## config.mk

```make
export PLATFORM = sky130hd
export DESIGN_NAME = hsv_to_rgb_converter_top
export DESIGN_NICKNAME = d
export VERILOG_FILES = /design/src/rtl/hsv2rgb_pkg.sv /design/src/rtl/hsv2rgb_level.sv /design/src/rtl/hsv_to_rgb_converter_top.sv
export VERILOG_INCLUDE_DIRS = /design/src /design/src/rtl
export SDC_FILE = /design/constraint.sdc
export NUM_CORES = 2
export LEC_CHECK = 0
export ABC_AREA = 1
export BUFFER_PORTS_ARGS = -buffer_cell sky130_fd_sc_hd__buf_4
export CELL_PAD_IN_SITES_DETAIL_PLACEMENT = 1
export CELL_PAD_IN_SITES_GLOBAL_PLACEMENT = 2
export CORE_UTILIZATION = 38
export CTS_BUF_LIST = sky130_fd_sc_hd__clkbuf_4 sky130_fd_sc_hd__clkbuf_8
export CTS_CLUSTER_DIAMETER = 60
export DETAILED_ROUTE_END_ITERATION = 16
export PLACE_DENSITY = 0.88
export SLEW_MARGIN = 20
export SYNTH_ARGS = -nofsm -noshare
export SYNTH_HDL_FRONTEND = slang
export SYNTH_SLANG_ARGS = --single-unit
```

## constraint.sdc

```tcl
create_clock -name clock -period 8.3 [get_ports clock]
set_clock_uncertainty 0.05 [all_clocks]
set_input_delay 0.83 -clock clock [delete_from_list [all_inputs] [get_ports clock]]
set_output_delay 0.83 -clock clock [all_outputs]
set_load 0.05 [all_outputs]
```

## src/rtl/assert_macros.svh

```systemverilog
// assertion helpers shared by the rtl files
`ifndef ASSERT_MACROS_SVH
`define ASSERT_MACROS_SVH

// same-cycle implication, checked at every rising clock edge outside reset
`define ASSERT_SAME(label, clk, rst, ante, cons, msg) \
   label: assert property (@(posedge clk) disable iff (rst) (ante) |-> (cons)) \
      else $error(msg);

// next-cycle implication, checked at every rising clock edge outside reset
`define ASSERT_NEXT(label, clk, rst, ante, cons, msg) \
   label: assert property (@(posedge clk) disable iff (rst) (ante) |=> (cons)) \
      else $error(msg);

`endif

```

## src/rtl/hsv2rgb_pkg.sv

```systemverilog
// ---------------------------------------------------------------------------
// hsv2rgb_pkg
// Shared types and constants of the hsv to rgb converter.
// ---------------------------------------------------------------------------
package hsv2rgb_pkg;

   // field widths
   localparam int unsigned HUE_W  = 15;
   localparam int unsigned CHAN_W = 8;

   // level divide: floor(y / 15300), with 15300 = 255 * 60
   localparam int unsigned LEVEL_Y_W   = 22;
   localparam int unsigned LEVEL_DIV_W = 14;
   localparam logic [LEVEL_DIV_W-1:0] LEVEL_DIV = 14'd15300;
   // floor(2^22 / 15300); estimate is exact or one low for y < 2^22
   localparam int unsigned RECIP_W     = 9;
   localparam logic [RECIP_W-1:0] RECIP_MUL = 9'd274;
   localparam int unsigned RECIP_SHIFT = 22;

   // 60-degree hue sectors
   typedef enum logic [2:0] {
      SEC_RED_YEL,
      SEC_YEL_GRN,
      SEC_GRN_CYN,
      SEC_CYN_BLU,
      SEC_BLU_MAG,
      SEC_MAG_RED
   } sector_type;

   // stage enables of the level unit
   typedef struct packed {
      logic en_mul;
      logic en_scale;
      logic en_recip;
      logic en_fix;
      logic vld_recip;
   } level_ctrl_type;

endpackage

```

## src/rtl/hsv2rgb_level.sv

```systemverilog
// ---------------------------------------------------------------------------
// hsv2rgb_level
// Four-stage level lane: floor(v * (255*D - s*x) / (255*D)), D = 60 << frac.
// ---------------------------------------------------------------------------
`include "assert_macros.svh"

module hsv2rgb_level
   import hsv2rgb_pkg::*;
#(
   parameter int unsigned HUE_FRAC_BITS = 6
) (
   input  logic                                          clock,
   input  logic                                          reset,
   input  level_ctrl_type                                ctrl,
   input  logic [$clog2((60 << HUE_FRAC_BITS) + 1)-1:0]  lane_x,
   input  logic [CHAN_W-1:0]                             sat,
   input  logic [CHAN_W-1:0]                             bri,
   output logic [CHAN_W-1:0]                             level
);

   localparam int unsigned SPAN   = 60 << HUE_FRAC_BITS;
   localparam int unsigned SPAN_W = $clog2(SPAN + 1);
   localparam int unsigned TOTAL  = 255 * SPAN;
   localparam int unsigned TOT_W  = $clog2(TOTAL + 1);
   localparam int unsigned SX_W   = CHAN_W + SPAN_W;
   localparam int unsigned N_W    = CHAN_W + TOT_W;
   localparam int unsigned RP_W   = LEVEL_Y_W + RECIP_W;

   logic [SX_W-1:0]      sx_ff, sx_in;
   logic [CHAN_W-1:0]    bri_ff;
   logic [TOT_W-1:0]     diff;
   logic [N_W-1:0]       n_prod;
   logic [LEVEL_Y_W-1:0] y_ff, y_in;
   logic [LEVEL_Y_W-1:0] yc_ff;
   logic [RP_W-1:0]      r_prod;
   logic [CHAN_W-1:0]    est_ff, est_in;
   logic [LEVEL_Y_W-1:0] chk;
   logic [LEVEL_Y_W-1:0] rem_raw;
   logic [CHAN_W-1:0]    level_ff, level_in;

   // stage a: s * x
   assign sx_in = SX_W'(sat) * SX_W'(lane_x);

   always_ff @(posedge clock) begin
      if (ctrl.en_mul) begin
         sx_ff  <= sx_in;
         bri_ff <= bri;
      end
   end

   // stage b: v * (255*D - s*x), scaled down by the hue fraction bits
   assign diff   = TOT_W'(TOTAL) - TOT_W'(sx_ff);
   assign n_prod = N_W'(bri_ff) * N_W'(diff);
   assign y_in   = LEVEL_Y_W'(n_prod >> HUE_FRAC_BITS);

   always_ff @(posedge clock) begin
      if (ctrl.en_scale) begin
         y_ff <= y_in;
      end
   end

   // stage c: reciprocal estimate of y / 15300
   assign r_prod = RP_W'(y_ff) * RP_W'(RECIP_MUL);
   assign est_in = r_prod[RECIP_SHIFT +: CHAN_W];

   always_ff @(posedge clock) begin
      if (ctrl.en_recip) begin
         est_ff <= est_in;
         yc_ff  <= y_ff;
      end
   end

   // stage d: one-step correction of the estimate
   assign chk      = LEVEL_Y_W'(est_ff) * LEVEL_Y_W'(LEVEL_DIV);
   assign rem_raw  = yc_ff - chk;
   assign level_in = (rem_raw >= LEVEL_Y_W'(LEVEL_DIV)) ? est_ff + CHAN_W'(1) : est_ff;

   always_ff @(posedge clock) begin
      if (ctrl.en_fix) begin
         level_ff <= level_in;
      end
   end

   assign level = level_ff;

   // estimate is never more than one below the true quotient
   `ASSERT_SAME(a_recip_bound, clock, reset, ctrl.en_fix && ctrl.vld_recip, rem_raw < (LEVEL_Y_W'(LEVEL_DIV) << 1), "reciprocal estimate off by more than one")

endmodule

```

## src/rtl/hsv_to_rgb_converter_top.sv

```systemverilog
// ---------------------------------------------------------------------------
// hsv_to_rgb_converter_top
// Pipelined hsv to rgb color converter, one pixel per clock while not stalled.
// ---------------------------------------------------------------------------
// usage
//   req_* carries one hsv color per transfer: hue in degrees with
//   HUE_FRAC_BITS fraction bits (clamped just below 360), saturation and
//   brightness as 8-bit codes where 255 is full scale.
//   rsp_* carries the rgb result of each transfer, in input order.
//   a transfer happens on a rising edge with valid high and stall low.
// stages and throughput
//   six register stages: sector split, s*x product, v scaling, reciprocal
//   estimate, quotient correction, channel select. one transfer per clock
//   sustained while rsp_stall is low, as every stage of the three level
//   lanes takes a new pixel as its last one moves on.
// reset
//   synchronous reset empties every stage; rsp_valid is low afterwards.
// receiver stall
//   a stalled result holds on the rsp ports. earlier stages keep filling
//   their empty slots, so req_stall rises only once all six stages hold data.
// ---------------------------------------------------------------------------
`include "assert_macros.svh"

module hsv_to_rgb_converter_top
   import hsv2rgb_pkg::*;
#(
   parameter int unsigned HUE_FRAC_BITS = 6
) (
   input  logic              clock,
   input  logic              reset,
   input  logic              req_valid,
   output logic              req_stall,
   input  logic [HUE_W-1:0]  req_hue,
   input  logic [CHAN_W-1:0] req_saturation,
   input  logic [CHAN_W-1:0] req_brightness,
   output logic              rsp_valid,
   input  logic              rsp_stall,
   output logic [CHAN_W-1:0] rsp_red,
   output logic [CHAN_W-1:0] rsp_green,
   output logic [CHAN_W-1:0] rsp_blue
);

   localparam int unsigned SPAN    = 60 << HUE_FRAC_BITS;
   localparam int unsigned SPAN_W  = $clog2(SPAN + 1);
   localparam int unsigned LIMIT   = (360 << HUE_FRAC_BITS) - 1;
   localparam int unsigned LIMIT_W = $clog2(LIMIT + 1);
   localparam int unsigned HC_W    = (LIMIT_W > HUE_W) ? LIMIT_W : HUE_W;
   localparam int unsigned NSTG    = 6;
   localparam int unsigned LAST    = NSTG - 1;

   logic [NSTG-1:0]   stg_vld_ff;
   logic [NSTG-1:0]   load_en;

   logic [HC_W-1:0]   hue_ext, hue_c, base;
   sector_type        sec_in;
   logic [SPAN_W-1:0] rem_in;

   sector_type        sec_ff [0:LAST-1];
   logic [CHAN_W-1:0] bri_ff [0:LAST-1];
   logic [SPAN_W-1:0] rem_ff;
   logic [CHAN_W-1:0] sat_ff;

   level_ctrl_type    lvl_ctrl;
   logic [SPAN_W-1:0] x_t;
   logic [CHAN_W-1:0] lvl_p, lvl_q, lvl_t;

   logic [CHAN_W-1:0] red_ff, green_ff, blue_ff;
   logic [CHAN_W-1:0] red_in, green_in, blue_in;

   // per-stage load enables; a stage loads when empty or when it drains
   always_comb begin
      load_en[LAST] = !stg_vld_ff[LAST] || !rsp_stall;
      for (int k = LAST - 1; k >= 0; k--) begin
         load_en[k] = !stg_vld_ff[k] || load_en[k+1];
      end
   end

   assign req_stall = !load_en[0];

   // valid bits travel with the data
   always_ff @(posedge clock) begin
      if (reset) begin
         stg_vld_ff <= '0;
      end else begin
         if (load_en[0]) begin
            stg_vld_ff[0] <= req_valid;
         end
         for (int k = 1; k < NSTG; k++) begin
            if (load_en[k]) begin
               stg_vld_ff[k] <= stg_vld_ff[k-1];
            end
         end
      end
   end

   // stage 0: clamp hue, find sector and remainder
   assign hue_ext = HC_W'(req_hue);
   assign hue_c   = (hue_ext > HC_W'(LIMIT)) ? HC_W'(LIMIT) : hue_ext;

   always_comb begin
      if (hue_c >= HC_W'(5 * SPAN)) begin
         sec_in = SEC_MAG_RED;
         base   = HC_W'(5 * SPAN);
      end else if (hue_c >= HC_W'(4 * SPAN)) begin
         sec_in = SEC_BLU_MAG;
         base   = HC_W'(4 * SPAN);
      end else if (hue_c >= HC_W'(3 * SPAN)) begin
         sec_in = SEC_CYN_BLU;
         base   = HC_W'(3 * SPAN);
      end else if (hue_c >= HC_W'(2 * SPAN)) begin
         sec_in = SEC_GRN_CYN;
         base   = HC_W'(2 * SPAN);
      end else if (hue_c >= HC_W'(SPAN)) begin
         sec_in = SEC_YEL_GRN;
         base   = HC_W'(SPAN);
      end else begin
         sec_in = SEC_RED_YEL;
         base   = '0;
      end
   end

   assign rem_in = SPAN_W'(hue_c - base);

   // stage 0 capture; sector and brightness then ride along the level stages
   always_ff @(posedge clock) begin
      if (load_en[0]) begin
         sec_ff[0] <= sec_in;
         bri_ff[0] <= req_brightness;
         rem_ff    <= rem_in;
         sat_ff    <= req_saturation;
      end
      for (int k = 1; k < LAST; k++) begin
         if (load_en[k]) begin
            sec_ff[k] <= sec_ff[k-1];
            bri_ff[k] <= bri_ff[k-1];
         end
      end
   end

   // level lanes: p uses x = D, q uses x = r, t uses x = D - r
   assign lvl_ctrl.en_mul    = load_en[1];
   assign lvl_ctrl.en_scale  = load_en[2];
   assign lvl_ctrl.en_recip  = load_en[3];
   assign lvl_ctrl.en_fix    = load_en[4];
   assign lvl_ctrl.vld_recip = stg_vld_ff[3];

   assign x_t = SPAN_W'(SPAN) - rem_ff;

   hsv2rgb_level #(.HUE_FRAC_BITS(HUE_FRAC_BITS)) u_lane_p (
      .clock  (clock),
      .reset  (reset),
      .ctrl   (lvl_ctrl),
      .lane_x (SPAN_W'(SPAN)),
      .sat    (sat_ff),
      .bri    (bri_ff[0]),
      .level  (lvl_p)
   );

   hsv2rgb_level #(.HUE_FRAC_BITS(HUE_FRAC_BITS)) u_lane_q (
      .clock  (clock),
      .reset  (reset),
      .ctrl   (lvl_ctrl),
      .lane_x (rem_ff),
      .sat    (sat_ff),
      .bri    (bri_ff[0]),
      .level  (lvl_q)
   );

   hsv2rgb_level #(.HUE_FRAC_BITS(HUE_FRAC_BITS)) u_lane_t (
      .clock  (clock),
      .reset  (reset),
      .ctrl   (lvl_ctrl),
      .lane_x (x_t),
      .sat    (sat_ff),
      .bri    (bri_ff[0]),
      .level  (lvl_t)
   );

   // output stage: sector picks the channel order
   always_comb begin
      case (sec_ff[LAST-1])
         SEC_RED_YEL: begin
            red_in = bri_ff[LAST-1]; green_in = lvl_t; blue_in = lvl_p;
         end
         SEC_YEL_GRN: begin
            red_in = lvl_q; green_in = bri_ff[LAST-1]; blue_in = lvl_p;
         end
         SEC_GRN_CYN: begin
            red_in = lvl_p; green_in = bri_ff[LAST-1]; blue_in = lvl_t;
         end
         SEC_CYN_BLU: begin
            red_in = lvl_p; green_in = lvl_q; blue_in = bri_ff[LAST-1];
         end
         SEC_BLU_MAG: begin
            red_in = lvl_t; green_in = lvl_p; blue_in = bri_ff[LAST-1];
         end
         default: begin
            red_in = bri_ff[LAST-1]; green_in = lvl_p; blue_in = lvl_q;
         end
      endcase
   end

   always_ff @(posedge clock) begin
      if (load_en[LAST]) begin
         red_ff   <= red_in;
         green_ff <= green_in;
         blue_ff  <= blue_in;
      end
   end

   assign rsp_valid = stg_vld_ff[LAST];
   assign rsp_red   = red_ff;
   assign rsp_green = green_ff;
   assign rsp_blue  = blue_ff;

   // a request transfer always lands in stage 0
   `ASSERT_NEXT(a_accept_fills, clock, reset, req_valid && !req_stall, stg_vld_ff[0], "accepted request not captured")
   // back-pressure reaches the input only when every stage is full
   `ASSERT_SAME(a_stall_full, clock, reset, req_stall, &stg_vld_ff, "input stalled with an empty stage")
   // a drained output with nothing behind it goes empty
   `ASSERT_NEXT(a_drain_empty, clock, reset, stg_vld_ff[LAST] && !rsp_stall && !stg_vld_ff[LAST-1], !stg_vld_ff[LAST], "result repeated after transfer")

endmodule
```

; ---- Word level (Yosys, flattened, before mapping)
; Memories as Yosys holds them, arrays and structs flattened.
; Index checks and enable logic that the tools add are counted.
[totals]
memories = 2
inputBits = 35
out_inout_bits = 26
mem_bits_rw = 55
register_bits = 290
[mem_list]
columns = memory, words, width, read_ports, rd_clocked_by_memory_dff, write_ports, line_no
row1 = bri_ff, 5, 8, 5, 0, 5, hsv_to_rgb_converter_top.sv:59  ; logic [CHAN_W-1:0] bri_ff [0:LAST-1];
row2 = sec_ff, 5, 3, 5, 0, 5, hsv_to_rgb_converter_top.sv:58  ; sector_type sec_ff [0:LAST-1];
[classes]
multipliers = 12
reduce_logical = 19
n_addsub = 11
eq_ne = 4
n_lt_le_gt_ge = 9
n_mux = 27
[ops]
columns = cell, count
row1 = $mul 22x8->29 const B, 3
row2 = $mul 8x20->28, 3
row3 = $pmux 8 s3, 3
row4 = $ge 22x14->1 const B, 3
row5 = $sub 22x22->22, 3
row6 = $mul 8x12->20 const B, 3
row7 = $mux 12, 5
row8 = $sub 20x20->20 const A, 3
row9 = $mul 8x12->20, 2
row10 = $ge 15x14->1 const B, 2
row11 = $add 8x1->8 const B, 3
row12 = $mux 8, 3
row13 = $ge 15x12->1 const B, 1
row14 = $ge 15x13->1 const B, 1
row15 = $ge 15x15->1 const B, 1
row16 = $gt 15x15->1 const B, 1
row17 = $mux 15, 1
row18 = $mul 8x4->12 const B, 1
row19 = $sub 12x12->12, 1
row20 = $sub 12x12->12 const A, 1
row21 = $mux 1, 11
row22 = $logic_not 1->1, 8
row23 = $reduce_or 2->1, 4
row24 = $eq 3x2->1 const B, 2
row25 = other kinds (6), 13

; ---- Logic depth before layout (Yosys ltp)
[depth]
depth_word = 9
mapped_depth = 34
depth_no_buf = 34

; ---- Modules after synthesis
; Synthesis repeated with hierarchy kept, for this count alone.
[hier_totals]
hier_cells = 6683
area_unflattened_um2 = 54419.7
[by_module_without_submodules]
columns = mod, cells_each, seq_area_each_um2, area_each_um2, instances
row1 = hsv2rgb_level (u_lane_q), 2122, 2582.5, 16756.1, 1
row2 = hsv2rgb_level (u_lane_p), 2116, 2582.5, 16721.0, 1
row3 = hsv2rgb_level (u_lane_t), 2082, 2582.5, 16510.8, 1
row4 = hsv_to_rgb_converter_top, 363, 3093.0, 4431.8, 1

; ---- Worst setup path before layout
; Ideal clock, no wire load.
[synth_timing]
path_kind = input-to-reg
from = in rsp_stall
to = mem bri_ff[0][0] (enable)
path_buffers = 0
cell_stages = 11
arrival_ns = 8.715
setup_slack_ns = -0.852
setup_ns = 0.387
cell_sequence = nand2_1 nor2_1 inv_1 nor2_1 inv_1 nor2_1 inv_1 nor2_1 inv_1 nor2_1 inv_1
[synth_lines]
columns = element, line_no
row1 = "start, declared", hsv_to_rgb_converter_top.sv:37  ; input logic rsp_stall,
row2 = "end, declared", hsv_to_rgb_converter_top.sv:59

; ---- Worst setup path after layout
[layout_timing]
from = reg u_lane_q.est_ff[5]
to = reg u_lane_q.level_ff[3], in the netlist u_lane_q.level[3], data pin
[layout_between]
elab_chain_cells = 4
[layout_rtl]
columns = element, line_no
row1 = "start, declared", hsv2rgb_level.sv:36  ; logic [CHAN_W-1:0] est_ff, est_in;
row2 = "start signal, assigned", hsv2rgb_level.sv:68  ; est_ff <= est_in;
row3 = $mul 8x12->20, hsv2rgb_level.sv:74  ; assign chk = LEVEL_Y_W'(est_ff) * LEVEL_Y_W'(LEVEL_DIV);
row4 = $sub 22x22->22, hsv2rgb_level.sv:75  ; assign rem_raw = yc_ff - chk;
row5 = $ge 22x14->1, hsv2rgb_level.sv:76  ; assign level_in = (rem_raw >= LEVEL_Y_W'(LEVEL_DIV)) ? est_ff + CHAN_W'(1) : est_ff;
row6 = $mux 8, hsv2rgb_level.sv:76
row7 = net u_lane_q.level_in[3], hsv2rgb_level.sv:39  ; logic [CHAN_W-1:0] level_ff, level_in;
row8 = "end signal, assigned", hsv2rgb_level.sv:80  ; level_ff <= level_in;
row9 = "end, declared", hsv2rgb_level.sv:39
; The timed path passes the listed nets, and every way through them passes these cells.
; A chain may end at the register's enable or synchronous reset.

==> results.yml <==
critical_path:
  critPathMaxFanout: 9
  crit_type: "reg -> reg"
  crit_required_ns: 8.71
  startpoint_type: "register"
  crit_buf_inv: 3
  cp_common_cell: "nand2_1"
  max_stage_delay_ns: 0.68
  worstSetupEndpointType: "register"
  cp_top_family: "adder cells"
  slowest_stage: "fa_1"
  arrival_ns: 6.93
detailed_routing:
  drt_iter0_drc: 1466
  via_per_inst: 4.97
  wl_per_cell_um: 17.4
  drt_first_pass_iters: 5
  route.vias.total: 36400
  drc: 0
  ant_nets: 0
  wl_mm: 128
clock_network:
  cts_made_buffers: 68
  clock_latency_ns: 0.71
  cts.htree.levels: 3
  path_clk_slew_ns: 0.06
  cts_root_buf: "clkbuf_8"
  cts_setup_buffers: 0
  hold_buffers: 0
  cts_tree: "done"
  cts_resized: 0
  cts_buffer_depth: 3
  clock-sinks: 328
floorplan:
  ios: 61
  dieArea_um2: 124000
  num_rows: 128
  coreArea_um2: 122000
  fp.dieH_um: 352
  die_w_um: 352
  start_util: 0.383
logic_synthesis:
  synth_xor_area_frac: 0.0381
  synth_cells: 5559
  synth_compound_area_frac: 0.0647
  syn_avg_cell_area_um2: 8.39
  yosys_register_bits: 328
  synth_area_um2: 46600
  synth_edf_count: 322
  syn-num-nets: 6751
  ys_seq_area_frac: 0.210
  synth_top_family_by_area: "adder cells"
  synth_ff_type: "edfxtp_1"
  post_synth_main_area_contributors: "fa_1 (23%), edfxtp_1 (21%), ha_1 (17%)"
  synth_largest_area_cell: "fa_1"
  synth-async-reset-ratio: 0
  yosys_warnings: 0
  synthAdderAreaFrac: 0.396
  muxShareOfSynthArea: 0
  synth_cell_type_count: 67
  synth_simple_gate_area_frac: 0.180
  yosysTopAreaCellShare: 0.228
sta:
  slew_viol_final: 0
  fin_crit_ns: 6.52
  hold_violations: 0
  worstMarginPinSlew_ns: 1.03
  max_slew_margin: 0.316
  finalCritPeriodShare: 0.785
  finalSetupViolations: 0
  max_freq_mhz: 153
  rsz0062_at_grt: "no"
  timing.setup.tns_ns: 0
global_route:
  overflow: 0
  grt_pass1_wl_mm: 209
  antenna_found_initial: 3
  grt_max_degree: 77
  grtUsageTotal: 0.209
  grt_pass1_vias: 40400
final_layout:
  final_common_cell: "inv_1"
  layout_common_cells: "inv_1 (1272), nand2_1 (1175), ha_1 (625)"
  nets: 6830
  drive_above_1_share: 0.0578
  syn2layout_area_growth_pct: 8.20
run:
  max_cap_viol_count: 0
worst_hold_path:
  hp-class: "in -> reg"
placement:
  hpwl_mm: 106
  portBuffers: 60
  place.gp.congestion: 0.853
run_status:
  status: "completed"
-- metal layers --
metal	track usage	part of all wire
met3	0.0216	0.027
met4	0.0473	0.020
met1	0.265	0.45
met2	0.379	0.51
met5	0	0
-- stage by stage --
step           area, um^2  cells  hold slack (ns)  worst slack [ns]  utilization
2_1_floorplan       46600   5559            0.350            0.0178            -
3_3_place_gp        49000   7193            0.354              1.91        0.403
3_5_place_dp        49000   7193            0.356              1.81        0.403
4_1_cts             50400   7315            0.188              1.77        0.414
5_1_grt             50400   7317            0.200              1.24        0.414
6_report            50400   7317            0.258              1.78        0.414
-- Yosys cell counts (4+ instances only) --
library cell and count:
nand3_2 12, or2_2 27, o31ai_1 9, clkbuf_1 60
nand2_1 1175, buf_1 10, inv_1 1276, a21o_1 23
dfxtp_1 6, ha_1 625, nor2_1 398, a21oi_1 265
a31oi_1 19, nand3b_1 18, o21ai_0 117, nor4_1 11
nor2_4 5, xnor2_1 71, o21a_1 13, o21ai_2 5
a221oi_1 6, o21bai_1 14, nor3_1 35, nand3_1 153
o21ai_1 8, xor2_1 123, buf_6 4, nand4_1 76
inv_2 13, o2111ai_1 10, buf_2 4, a21oi_2 5
nor2_2 12, edfxtp_1 322, o211ai_1 11, and2_1 11
a22oi_1 7, fa_1 532, nand2_2 26
-- kinds of logic (layout without fill, tap and decap cells) --
kind of cell	after synthesis	after routing
simple gates	1977	1977
buf+inv	1372	1503
fa+ha+maj	1157	1157
compound gates	527	527
flops	328	328
xor+xnor	198	198
other cells	0	2
-- cell type report --
cell class                      count  area [um^2]
Tap cell                         1625         2030
Sequential cell                   328         9790
Fill cell                       14700        71300
Antenna cell                        2         5.00
Multi-Input combinational cell   3859        31600
Clock inverter                     39          380
Timing Repair Buffer               88          673
Inverter                         1293         4860
Clock buffer                       83         1060
-- final timing paths --
path / end / depth (start not counted) / slack [ns] / from
setup / recovery: u_lane_q.level[3] / 26 / 1.78 / u_lane_q.est_ff[5]
hold / removal: bri_ff[0][2] / 1 / 0.26 / req_brightness[2]
setup reg to reg: u_lane_q.level[3] / 26 / 1.78 / u_lane_q.est_ff[5]
hold reg to reg: u_lane_q.bri_ff[1] / 0 / 0.35 / bri_ff[0][1]
-- flip-flops by register name (all words and copies together) (netlist names), 12 cells and up --
register        flops
u_lane_t.y_ff      22
u_lane_q.yc_ff     20
u_lane_t.yc_ff     20
rem_ff             12
u_lane_p.y_ff      20
u_lane_q.y_ff      22
sec_ff             15
u_lane_t.sx_ff     20
bri_ff             32
u_lane_q.sx_ff     19
u_lane_p.sx_ff     12
u_lane_p.yc_ff     20
Power is left out: the tool's default activity adds up to more than one toggle a clock period on the data nets, which glitch-free logic cannot reach.
